File: config.mk
export PLATFORM = sky130hd
export DESIGN_NAME = lcd_line_mode_timing
export DESIGN_NICKNAME = d
export VERILOG_FILES = /design/src/rtl/lmt_pkg.sv /design/src/rtl/lcd_line_mode_timing.sv /design/src/rtl/lmt_step.sv /design/src/rtl/lmt_out_fifo.sv
export SDC_FILE = /design/constraint.sdc
export NUM_CORES = 1
export LEC_CHECK = 0
export BUFFER_PORTS_ARGS = -buffer_cell sky130_fd_sc_hd__buf_2
export CAP_MARGIN = 15
export CORE_MARGIN = 3
export CORE_UTILIZATION = 48
export DETAILED_ROUTE_END_ITERATION = 6
export PLACE_DENSITY = 0.72
export SETUP_SLACK_MARGIN = 0.2
export SYNTH_ARGS = -nofsm -noshare
export SYNTH_HDL_FRONTEND = slang
export SYNTH_HIERARCHICAL = 1
export SYNTH_SLANG_ARGS = --single-unit
File: constraint.sdc
create_clock -name clk_i -period 8 [get_ports clk_i]
set_clock_uncertainty 0.2 [all_clocks]
set_input_delay 0.4 -clock clk_i [delete_from_list [all_inputs] [get_ports clk_i]]
set_output_delay 0.4 -clock clk_i [all_outputs]
set_load 0.1 [all_outputs]
File: src/rtl/lmt_pkg.sv
// ----------------------------------------------------------------------------
// lmt_pkg
// Shared types and timing constants for the lcd line and mode timing block.
// ----------------------------------------------------------------------------
package lmt_pkg;

  localparam int unsigned DotW = 17;

  localparam logic [DotW-1:0] DotsLine  = 17'd456;
  localparam logic [DotW-1:0] OamEnd    = 17'd80;
  localparam logic [DotW-1:0] DrawEnd   = 17'd252;
  localparam logic [DotW-1:0] DotsFrame = 17'd70224;
  localparam logic [8:0]      DotSat    = 9'd455;
  localparam logic [7:0]      VblFirst  = 8'd144;
  localparam logic [7:0]      LinesFrame = 8'd154;
  localparam logic [7:0]      LineZero  = 8'd0;

  typedef enum logic [1:0] {
    MODE_HBLANK = 2'd0,
    MODE_VBLANK = 2'd1,
    MODE_OAM    = 2'd2,
    MODE_DRAW   = 2'd3
  } mode_e;

  typedef enum logic [2:0] {
    CFG_LCD_ENABLE     = 3'd0,
    CFG_COMPARE_LINE   = 3'd1,
    CFG_IRQ_EN_HBLANK  = 3'd2,
    CFG_IRQ_EN_VBLANK  = 3'd3,
    CFG_IRQ_EN_OAM     = 3'd4,
    CFG_IRQ_EN_COMPARE = 3'd5
  } cfg_idx_e;

  typedef struct packed {
    logic       lcd_enable;
    logic [7:0] compare_line;
    logic       irq_en_hblank;
    logic       irq_en_vblank;
    logic       irq_en_oam;
    logic       irq_en_compare;
  } cfg_t;

  typedef struct packed {
    logic [DotW-1:0] dot;
    logic [7:0]      line;
    mode_e           mode;
    logic            match;
    logic [31:0]     frame;
  } state_t;

  typedef struct packed {
    logic       vbl;
    logic       stat;
    logic       go;
    logic [7:0] row;
  } pulse_t;

  // packed so that line_now sits in the lowest bits
  typedef struct packed {
    logic [31:0] frames_done;
    logic [7:0]  render_row;
    logic        render_go;
    logic        stat_irq;
    logic        vblank_irq;
    logic        line_match;
    logic [1:0]  mode_now;
    logic [7:0]  line_now;
  } result_t;

endpackage

File: src/rtl/lcd_line_mode_timing.sv
// ----------------------------------------------------------------------------
// lcd_line_mode_timing
// Dot, line and mode timing of an lcd controller with interrupt and render
// pulses, one result beat per dot-count beat.
// ----------------------------------------------------------------------------
//  channel  | dir | signals                                  | beat
//  s        | in  | s_tvalid_i s_tready_o s_tdata_i[15:0]    | dots_elapsed
//  m        | out | m_tvalid_o m_tready_i m_tdata_o[55:0]    | timing result
//  cfg      | in  | cfg_valid_i cfg_ready_o cfg_index_i      | register write
//           |     | cfg_data_i[7:0]                          |
//
//  one cycle per beat, back to back, while the display runs and the result
//  buffer has room; the first beat after the display is switched on is
//  worked off 456 dots at a time: the step unit consumes one line per
//  cycle while the buffer has room, and s_tready_o stays low meanwhile
//  reset clears configuration and timing state, mode resets to oam search
//  a two-entry result buffer keeps input beats flowing while a result waits
// ----------------------------------------------------------------------------
module lcd_line_mode_timing (
  input  logic        clk_i,
  input  logic        rst_ni,
  input  logic        s_tvalid_i,
  output logic        s_tready_o,
  input  logic [15:0] s_tdata_i,   // [8:0] dots_elapsed
  output logic        m_tvalid_o,
  input  logic        m_tready_i,
  // [7:0] line_now, [9:8] mode_now, [10] line_match, [11] vblank_irq,
  // [12] stat_irq, [13] render_go, [21:14] render_row, [53:22] frames_done
  output logic [55:0] m_tdata_o,
  input  logic        cfg_valid_i,
  output logic        cfg_ready_o,
  input  logic [2:0]  cfg_index_i,
  input  logic [7:0]  cfg_data_i
);

  typedef enum logic [1:0] {
    ST_IDLE  = 2'b01,
    ST_CATCH = 2'b10
  } st_e;

  st_e                      st_q, st_d;
  lmt_pkg::cfg_t            cfg_q;
  lmt_pkg::state_t          state_q, state_next;
  lmt_pkg::pulse_t          pulse, acc_q, acc_d, acc_in;
  logic                     more;
  logic                     fifo_ready;
  logic                     work_en;
  logic                     push;
  logic [8:0]               dots_sat;
  logic [lmt_pkg::DotW-1:0] pos;
  lmt_pkg::result_t         res, res_out;

  assign cfg_ready_o = 1'b1;

  always_ff @(posedge clk_i or negedge rst_ni) begin
    if (!rst_ni) begin
      cfg_q <= '0;
    end else if (cfg_valid_i) begin
      unique case (lmt_pkg::cfg_idx_e'(cfg_index_i))
        lmt_pkg::CFG_LCD_ENABLE:     cfg_q.lcd_enable     <= cfg_data_i[0];
        lmt_pkg::CFG_COMPARE_LINE:   cfg_q.compare_line   <= cfg_data_i;
        lmt_pkg::CFG_IRQ_EN_HBLANK:  cfg_q.irq_en_hblank  <= cfg_data_i[0];
        lmt_pkg::CFG_IRQ_EN_VBLANK:  cfg_q.irq_en_vblank  <= cfg_data_i[0];
        lmt_pkg::CFG_IRQ_EN_OAM:     cfg_q.irq_en_oam     <= cfg_data_i[0];
        lmt_pkg::CFG_IRQ_EN_COMPARE: cfg_q.irq_en_compare <= cfg_data_i[0];
        default: ;
      endcase
    end
  end

  assign s_tready_o = (st_q == ST_IDLE) && fifo_ready;
  assign work_en    = fifo_ready && ((st_q == ST_CATCH) || s_tvalid_i);

  assign dots_sat = (s_tdata_i[8:0] > lmt_pkg::DotSat) ? lmt_pkg::DotSat : s_tdata_i[8:0];

  always_comb begin
    if (st_q == ST_CATCH) begin
      pos    = state_q.dot;
      acc_in = acc_q;
    end else begin
      pos    = state_q.dot + {{(lmt_pkg::DotW-9){1'b0}}, dots_sat};
      acc_in = '0;
    end
  end

  lmt_step u_step (
    .cfg_i   (cfg_q),
    .state_i (state_q),
    .pos_i   (pos),
    .state_o (state_next),
    .pulse_o (pulse),
    .more_o  (more)
  );

  // pulses raised on every line of a catch-up are merged into one result
  always_comb begin
    acc_d      = acc_in;
    acc_d.vbl  = acc_in.vbl | pulse.vbl;
    acc_d.stat = acc_in.stat | pulse.stat;
    acc_d.go   = pulse.go;
    acc_d.row  = pulse.row;
    st_d       = st_q;
    push       = 1'b0;
    if (work_en) begin
      st_d = more ? ST_CATCH : ST_IDLE;
      push = !more;
    end
  end

  always_comb begin
    res.line_now    = state_next.line;
    res.mode_now    = state_next.mode;
    res.line_match  = state_next.match;
    res.vblank_irq  = acc_d.vbl;
    res.stat_irq    = acc_d.stat;
    res.render_go   = acc_d.go;
    res.render_row  = acc_d.row;
    res.frames_done = state_next.frame;
  end

  always_ff @(posedge clk_i or negedge rst_ni) begin
    if (!rst_ni) begin
      st_q          <= ST_IDLE;
      acc_q         <= '0;
      state_q.dot   <= '0;
      state_q.line  <= lmt_pkg::LineZero;
      state_q.mode  <= lmt_pkg::MODE_OAM;
      state_q.match <= 1'b0;
      state_q.frame <= 32'd0;
    end else begin
      st_q <= st_d;
      if (work_en) begin
        state_q <= state_next;
        acc_q   <= acc_d;
      end
    end
  end

  lmt_out_fifo u_out (
    .clk_i       (clk_i),
    .rst_ni      (rst_ni),
    .push_i      (push),
    .data_i      (res),
    .ready_o     (fifo_ready),
    .valid_o     (m_tvalid_o),
    .pop_ready_i (m_tready_i),
    .data_o      (res_out)
  );

  assign m_tdata_o = {2'b00, res_out};

endmodule

File: src/rtl/lmt_step.sv
// ----------------------------------------------------------------------------
// lmt_step
// One timing step: takes at most one line off the dot position (a frame
// with the display off) and derives line, mode, coincidence and pulses.
// ----------------------------------------------------------------------------
module lmt_step (
  input  lmt_pkg::cfg_t              cfg_i,
  input  lmt_pkg::state_t            state_i,
  input  logic [lmt_pkg::DotW-1:0]   pos_i,
  output lmt_pkg::state_t            state_o,
  output lmt_pkg::pulse_t            pulse_o,
  output logic                       more_o
);

  always_comb begin
    lmt_pkg::state_t         nxt;
    lmt_pkg::pulse_t         pls;
    logic [7:0]              line_inc;
    logic [lmt_pkg::DotW-1:0] pos_l;
    lmt_pkg::mode_e          m;
    logic                    more;

    nxt      = state_i;
    pls      = '0;
    line_inc = state_i.line + 8'd1;
    pos_l    = pos_i;
    m        = lmt_pkg::MODE_HBLANK;
    more     = 1'b0;

    if (!cfg_i.lcd_enable) begin
      // display off: free-running frame timer only
      if (pos_i >= lmt_pkg::DotsFrame) begin
        nxt.dot   = pos_i - lmt_pkg::DotsFrame;
        nxt.frame = state_i.frame + 32'd1;
      end else begin
        nxt.dot = pos_i;
      end
      nxt.line = lmt_pkg::LineZero;
      nxt.mode = lmt_pkg::MODE_HBLANK;
    end else begin
      if (pos_i >= lmt_pkg::DotsLine) begin
        pos_l = pos_i - lmt_pkg::DotsLine;
        if (line_inc == lmt_pkg::VblFirst) begin
          nxt.line  = line_inc;
          nxt.mode  = lmt_pkg::MODE_VBLANK;
          pls.vbl   = 1'b1;
          nxt.frame = state_i.frame + 32'd1;
          if (cfg_i.irq_en_vblank ||
              (cfg_i.irq_en_compare && (line_inc == cfg_i.compare_line))) begin
            pls.stat = 1'b1;
          end
        end else if (line_inc >= lmt_pkg::LinesFrame) begin
          nxt.line = lmt_pkg::LineZero;
          nxt.mode = lmt_pkg::MODE_OAM;
          if (cfg_i.irq_en_oam ||
              (cfg_i.irq_en_compare && (cfg_i.compare_line == lmt_pkg::LineZero))) begin
            pls.stat = 1'b1;
          end
        end else begin
          nxt.line = line_inc;
        end
        nxt.match = (nxt.line == cfg_i.compare_line);
        if (nxt.match && cfg_i.irq_en_compare) begin
          pls.stat = 1'b1;
        end
      end
      nxt.dot = pos_l;
      more    = (pos_l >= lmt_pkg::DotsLine);

      // mode within a visible line, only once all whole lines are consumed
      if (!more && (nxt.line < lmt_pkg::VblFirst)) begin
        if (pos_l < lmt_pkg::OamEnd) begin
          m = lmt_pkg::MODE_OAM;
        end else if (pos_l < lmt_pkg::DrawEnd) begin
          m = lmt_pkg::MODE_DRAW;
        end else begin
          m = lmt_pkg::MODE_HBLANK;
        end
        if (m != nxt.mode) begin
          if (m == lmt_pkg::MODE_HBLANK) begin
            pls.go  = 1'b1;
            pls.row = nxt.line;
          end
          nxt.mode = m;
          if (((m == lmt_pkg::MODE_HBLANK) && cfg_i.irq_en_hblank) ||
              ((m == lmt_pkg::MODE_OAM) && cfg_i.irq_en_oam) ||
              (cfg_i.irq_en_compare && (nxt.line == cfg_i.compare_line))) begin
            pls.stat = 1'b1;
          end
        end
      end
    end

    state_o = nxt;
    pulse_o = pls;
    more_o  = more;
  end

endmodule

File: src/rtl/lmt_out_fifo.sv
// ----------------------------------------------------------------------------
// lmt_out_fifo
// Two-entry result buffer between the step logic and the output channel.
// ----------------------------------------------------------------------------
module lmt_out_fifo (
  input  logic              clk_i,
  input  logic              rst_ni,
  input  logic              push_i,
  input  lmt_pkg::result_t  data_i,
  output logic              ready_o,
  output logic              valid_o,
  input  logic              pop_ready_i,
  output lmt_pkg::result_t  data_o
);

  lmt_pkg::result_t ent_q [2];
  logic             wr_q, wr_d;
  logic             rd_q, rd_d;
  logic [1:0]       cnt_q, cnt_d;
  logic             pop;

  assign valid_o = (cnt_q != 2'd0);
  assign ready_o = (cnt_q != 2'd2);
  assign data_o  = ent_q[rd_q];
  assign pop     = valid_o && pop_ready_i;

  always_comb begin
    wr_d  = push_i ? ~wr_q : wr_q;
    rd_d  = pop ? ~rd_q : rd_q;
    cnt_d = cnt_q;
    unique case ({push_i, pop})
      2'b10:   cnt_d = cnt_q + 2'd1;
      2'b01:   cnt_d = cnt_q - 2'd1;
      default: cnt_d = cnt_q;
    endcase
  end

  always_ff @(posedge clk_i or negedge rst_ni) begin
    if (!rst_ni) begin
      wr_q  <= 1'b0;
      rd_q  <= 1'b0;
      cnt_q <= 2'd0;
    end else begin
      wr_q  <= wr_d;
      rd_q  <= rd_d;
      cnt_q <= cnt_d;
    end
  end

  always_ff @(posedge clk_i) begin
    if (push_i) begin
      ent_q[wr_q] <= data_i;
    end
  end

endmodule

== After elaboration in Yosys (flattened, before gate mapping) ==
Memories as Yosys holds them, arrays and structs flattened.
Index checks and enable logic that the tools add are counted.
W data, S select, Z words.
Operators by class
  reductions and logical operators: 28
  $add $sub $neg: 7
  $lt $le $gt $ge: 8
  eq/ne operators: 16
  bitwise operators: 4
  muxes and demuxes: 42
Operators by type and width (number)
  $mux W32: 3
  $mux W43: 2
  $mux W17: 4
  $mux W10: 5
  $ge A17 B9 Y1 const B: 2
  $add A32 B1 Y32 const B: 1
  $mux W27: 1
  $eq A8 B8 Y1: 3
  $mux W11: 2
  $mux W2: 9
  $mux W9: 2
  $add A17 B9 Y17: 1
  $ge A17 B17 Y1 const B: 1
  $lt A17 B7 Y1 const B: 1
  $lt A17 B8 Y1 const B: 1
  $sub A17 B17 Y17 const B: 1
  $sub A17 B9 Y17 const B: 1
  $mux W1: 12
  $reduce_and A2 Y1: 6
  $logic_and A1 B1 Y1: 10
  $gt A9 B9 Y1 const B: 1
  $add A8 B1 Y8 const B: 1
  $eq A8 B8 Y1 const B: 1
  $ge A8 B8 Y1 const B: 1
  20 further kinds: 33
Storage, ports and cells
  memories kept: 1
  input port bits: 32
  logic and storage cells: 125
  bits in registers: 90
  RAM bits: 108
  output and inout port bits: 59
Memory list
  u_out.ent_q: words 2, width 54, read ports 1, clocked after memory_dff 0, write ports 1, RTL line lmt_out_fifo.sv:16  | lmt_pkg::result_t ent_q [2];

== Logic depth before layout (Yosys ltp) ==
  depth after elaboration: 23
  depth in mapped cells: 26
  mapped depth without buffers: 24

== Modules after synthesis ==
Netlist, hierarchy kept.
Modules (own cells, without submodules)
  lmt_out_fifo: instances 1, cells each 185, area each 4300.4 µm², seq. area each 3343.2 µm²
  lcd_line_mode_timing: instances 1, cells each 282, area each 3667.3 µm², seq. area each 1929.4 µm²
  lmt_step: instances 1, cells each 497, area each 3072.9 µm², seq. area each 0.0 µm²

== Worst setup path before layout ==
No wires, ideal clock.
  kind: input to register
  from: input s_tdata_i[5]
  to: memory u_out/ent_q[0][0] (netlist bit) (enable)
  library setup time: 0.466 ns
  path slack: 0.423 ns
  buffers on the path: 1
  cell stages on the path: 22
  arrival time: 6.911 ns
  required time: 7.334 ns
  cells stage by stage: nor3_1 -> nor2_1 -> or2_2 -> ha_1 -> fa_1 -> a21o_1 -> a21oi_1 -> xor2_1 -> o21ai_0 -> inv_1 -> ha_1 -> nor2b_4 -> buf_6 -> or4_1 -> o311a_2 -> a2111oi_4 -> and3_1 -> o31ai_1 -> and2_1 -> nor2_1 -> inv_1 -> nor2_1
On the way
  cells in the longest elaborated chain, start to end: 13
  elaborated cells between the ends (all ways): 14
  classes of those cells: add/sub: 2; order compare: 3; mux: 8; reduce/logical: 1
Ends and longest elaborated chain
  start, declared: RTL line lcd_line_mode_timing.sv:24  | input logic [15:0] s_tdata_i,
  $gt A9 B9 Y1 (*): RTL line lcd_line_mode_timing.sv:74  | assign dots_sat = (s_tdata_i[8:0] > lmt_pkg::DotSat) ? lmt_pkg::DotSat : s_tdata_i[8:0];
  $mux W9 (*): RTL line lcd_line_mode_timing.sv:74
  $add A17 B9 Y17 (*): RTL line lcd_line_mode_timing.sv:81  | pos = state_q.dot + {{(lmt_pkg::DotW-9){1'b0}}, dots_sat};
  $mux W17 (*): RTL line lcd_line_mode_timing.sv:77  | if (st_q == ST_CATCH) begin
  named net pos, one bit: RTL line lcd_line_mode_timing.sv:50  | logic [lmt_pkg::DotW-1:0] pos;
  $sub A17 B9 Y17 / $ge A17 B9 Y1 (equally long branches): RTL line lmt_step.sv:42, lmt_step.sv:41
  $mux W17 (*): RTL line lmt_step.sv:41  | if (pos_i >= lmt_pkg::DotsLine) begin
  $mux W17 (*): RTL line lmt_step.sv:30  | if (!cfg_i.lcd_enable) begin
  $ge A17 B9 Y1 (*): RTL line lmt_step.sv:68  | more = (pos_l >= lmt_pkg::DotsLine);
  $mux W1 (*): RTL line lmt_step.sv:30
  named net more: RTL line lcd_line_mode_timing.sv:45  | logic more;
  $logic_not A1 Y1 (*): RTL line lcd_line_mode_timing.sv:106  | push = !more;
  $mux W1 (*): RTL line lcd_line_mode_timing.sv:104  | if (work_en) begin
  named net push: RTL line lcd_line_mode_timing.sv:48  | logic push;
  $mux W1 (*): RTL line lmt_out_fifo.sv:51  | if (push_i) begin
  $mux W1 (not written as such) (*): RTL line lmt_out_fifo.sv:52  | ent_q[wr_q] <= data_i;
  end, declared: RTL line lmt_out_fifo.sv:16
The timed path passes the listed nets; every way through them passes the cells marked *. The select of a mux whose other input is x is not followed.

==> results.cfg <==
[status]
status = complete, no violations

[layout]
final_nets = 1074
multi_input_area_mm2 = 0.005376
fill_cells = 1859
synthToLayoutAreaGrowth_pct = 11.25
seqCellArea_mm2 = 0.005276
diodes = 0
drive_above_1_share = 0.2831
fin_area_mm2 = 0.01228
fin_cells = 1315

[clock_network]
clock-root-buffer = clkbuf_16
holdBufCountCts = 8
post_cts_buffers = 0
cts_resized = 0
cts.sinks = 189
cts.clk_slew.worst_paths_ns = 0.08
cts_buffers = 17
cts_max_path_buffers = 2
cts_tree = yes
htree_levels = 4
clock_latency_ns = 0.43

[floorplanning]
design.core.area_mm2 = 0.02223
die_w_um = 157.7
ios = 91
die_area_mm2 = 0.02486
die_y_um = 157.7
fp-row-count = 54
initial_core_util = 0.4967

[logic_synthesis]
syn-cell-area_mm2 = 0.01104
synth_edf_count = 108
yosys-top-cells-area = edfxtp_1 29%, dfrtp_1 18%, mux2_2 8.8%, mux2_4 6.7%, xnor2_1 4.0%
synth_most_common_cell = edfxtp_1
ys.flop_type = edfxtp_1
synth_top_cell_area_share = 0.2937
post_synth_num_cell_types = 87
avgSynthCellArea_um2 = 11.45
synthCells = 964
synth_top_area_cell = edfxtp_1
synth-warning-count = 6
ys_ff_latch = 189
synthArstFlopShare = 0.4286
synth.top_cells.by_count = 108 x edfxtp_1, 86 x mux2_2, 79 x dfrtp_1
yosysSeqAreaShare = 0.4776

[detailed_routing]
drt_iter0_drc = 688
drcViolationCount = 0
via_count = 7656
firstDrtPassIters = 5
antenna_left = 0
wirelength_mm = 23.10
wl_per_cell_um = 17.57
avgViaCountPerCell = 5.822

[setup_path]
end_kind = register
path_class = in -> reg
crit_fanout = 15
cp-start-kind = input port
critical_path_arrival_ns = 6.59
critPathRequiredTime_ns = 8.12

[timing]
worst_pin_slew_ns = 1.046
finalCriticalPeriod_ns = 6.472
relSlewSlack = 0.3029
setup_tns_ns = 0
finalCritPeriodShare = 0.8089
rsz0062_at_grt = false
setup_viol = 0
fmax_mhz = 154.5
finalHoldViolations = 0
slew_violations = 0

[placement]
placed_cells = 1274
place.gp.congestion = 0.9507
place_area_mm2 = 0.01156
port_buffers = 80
hpwl_mm = 15.56

[worst_hold_path]
hold_path_class = in -> async

[global_route]
grt_pass1_wl_mm = 37.42
grtUsageTotal = 0.1873
antenna_found_initial = 0
grt-ovfl-total = 0
grt_pass1_vias = 7328
grt_max_degree = 81

[flow_run]
drv_cap = 0
==> flip-flops by register name, summed over array words and instances, names as in the netlist <==
name	count
u_out/cnt_q	2
state_q	60
st_q	2
u_out/wr_q	1
acc_q	2
u_out/ent_q	108
u_out/rd_q	1
cfg_q	13
==> critical path, cell delays in order <==
cell	delay, ns
buf_2	0.10
nor3_1	0.17
nor2_1	0.08
or2_2	0.27
ha_1	0.21
fa_1	0.40
a21o_1	0.20
a21oi_1	0.17
xor2_1	0.08
o21ai_0	0.56
inv_1	0.29
ha_1	0.36
nor2b_4	0.20
o2111a_1	0.39
nand2_1	0.34
buf_4	0.29
nand2_1	0.18
o31ai_2	0.52
nand2_1	0.19
nor2_2	0.47
nand3_1	0.21
xnor2_1	0.20
mux2_2	0.27
==> final cells by class <==
cell class | instances | share of cell area
Clock inverter | 15 | 0.01548
Clock buffer | 17 | 0.03463
Sequential cell | 189 | 0.4296
Inverter | 19 | 0.005806
Tap cell | 280 | 0.02852
Timing Repair Buffer | 100 | 0.04828
Multi-Input combinational cell | 695 | 0.4377
==> cell usage in the layout, fill, tap and decap left out, types with 7 or more instances in the layout <==
cell type	count
buf_2	79
nand2b_1	9
and2_1	10
nand4_1	18
clkbuf_16	17
o22ai_1	11
nor3_1	24
mux2_4	49
xor2_1	28
inv_1	19
dfrtp_1	78
o21ai_0	26
a22oi_1	9
a31oi_1	9
buf_4	12
o31ai_1	7
xnor2_1	50
edfxtp_1	108
mux2_2	86
nand2_1	70
a21oi_1	37
nor2_1	69
nand3_1	30
and3_1	11
ha_1	19
dlygate4sd3_1	8
==> worst paths after layout <==
| kind | startpoint | slack [ns] | end | depth (start not counted) |
|---|---|---|---|---|
| worst max-delay path | s_tdata_i[5] | 1.53 | state_q[21] | 23 |
| worst min-delay path | rst_ni | 0.07 | u_out/cnt_q[1] | 2 |
| worst max register to register | state_q[43] | 1.71 | state_q[21] | 19 |
| worst min register to register | st_q[0] | 0.29 | st_q[0] | 2 |
| max in group asynchronous | rst_ni | 6.62 | state_q[34] | 4 |
| min in group clk_i | m_tready_i | 0.07 | u_out/rd_q | 3 |
==> cell families (layout without fill, tap and decap cells) <==
logic type | count (synthesis) | count (layout) | share of synthesized area
compound gates | 159 | 159 | 0.1018
xor+xnor | 78 | 78 | 0.06188
fa+ha+maj | 20 | 20 | 0.02335
buf+inv | 81 | 151 | 0.03785
flops | 189 | 189 | 0.4776
mux | 140 | 140 | 0.1589
other cells | 2 | 3 | 0.0006802
simple gates | 295 | 295 | 0.1380
==> metrics by stage <==
stage            util  hold slack, ns  setup slack [ns]
2_1_floorplan       -        -0.09559            0.4233
3_3_place_gp   0.5200        -0.01203             1.165
3_5_place_dp   0.5200        -0.01286             1.093
4_1_cts        0.5513         0.05080             1.580
5_1_grt        0.5526         0.06085             1.079
6_report       0.5526         0.07059             1.528
==> routing by layer <==
metal | share of wire | global-route usage
met5 | 0 | 0
met4 | 0.015 | 0.05207
met3 | 0.041 | 0.03198
met2 | 0.48 | 0.3110
met1 | 0.46 | 0.2551
Power is not shown: default switching activity piles up to over one toggle a cycle in this logic, so the estimate is an artifact.
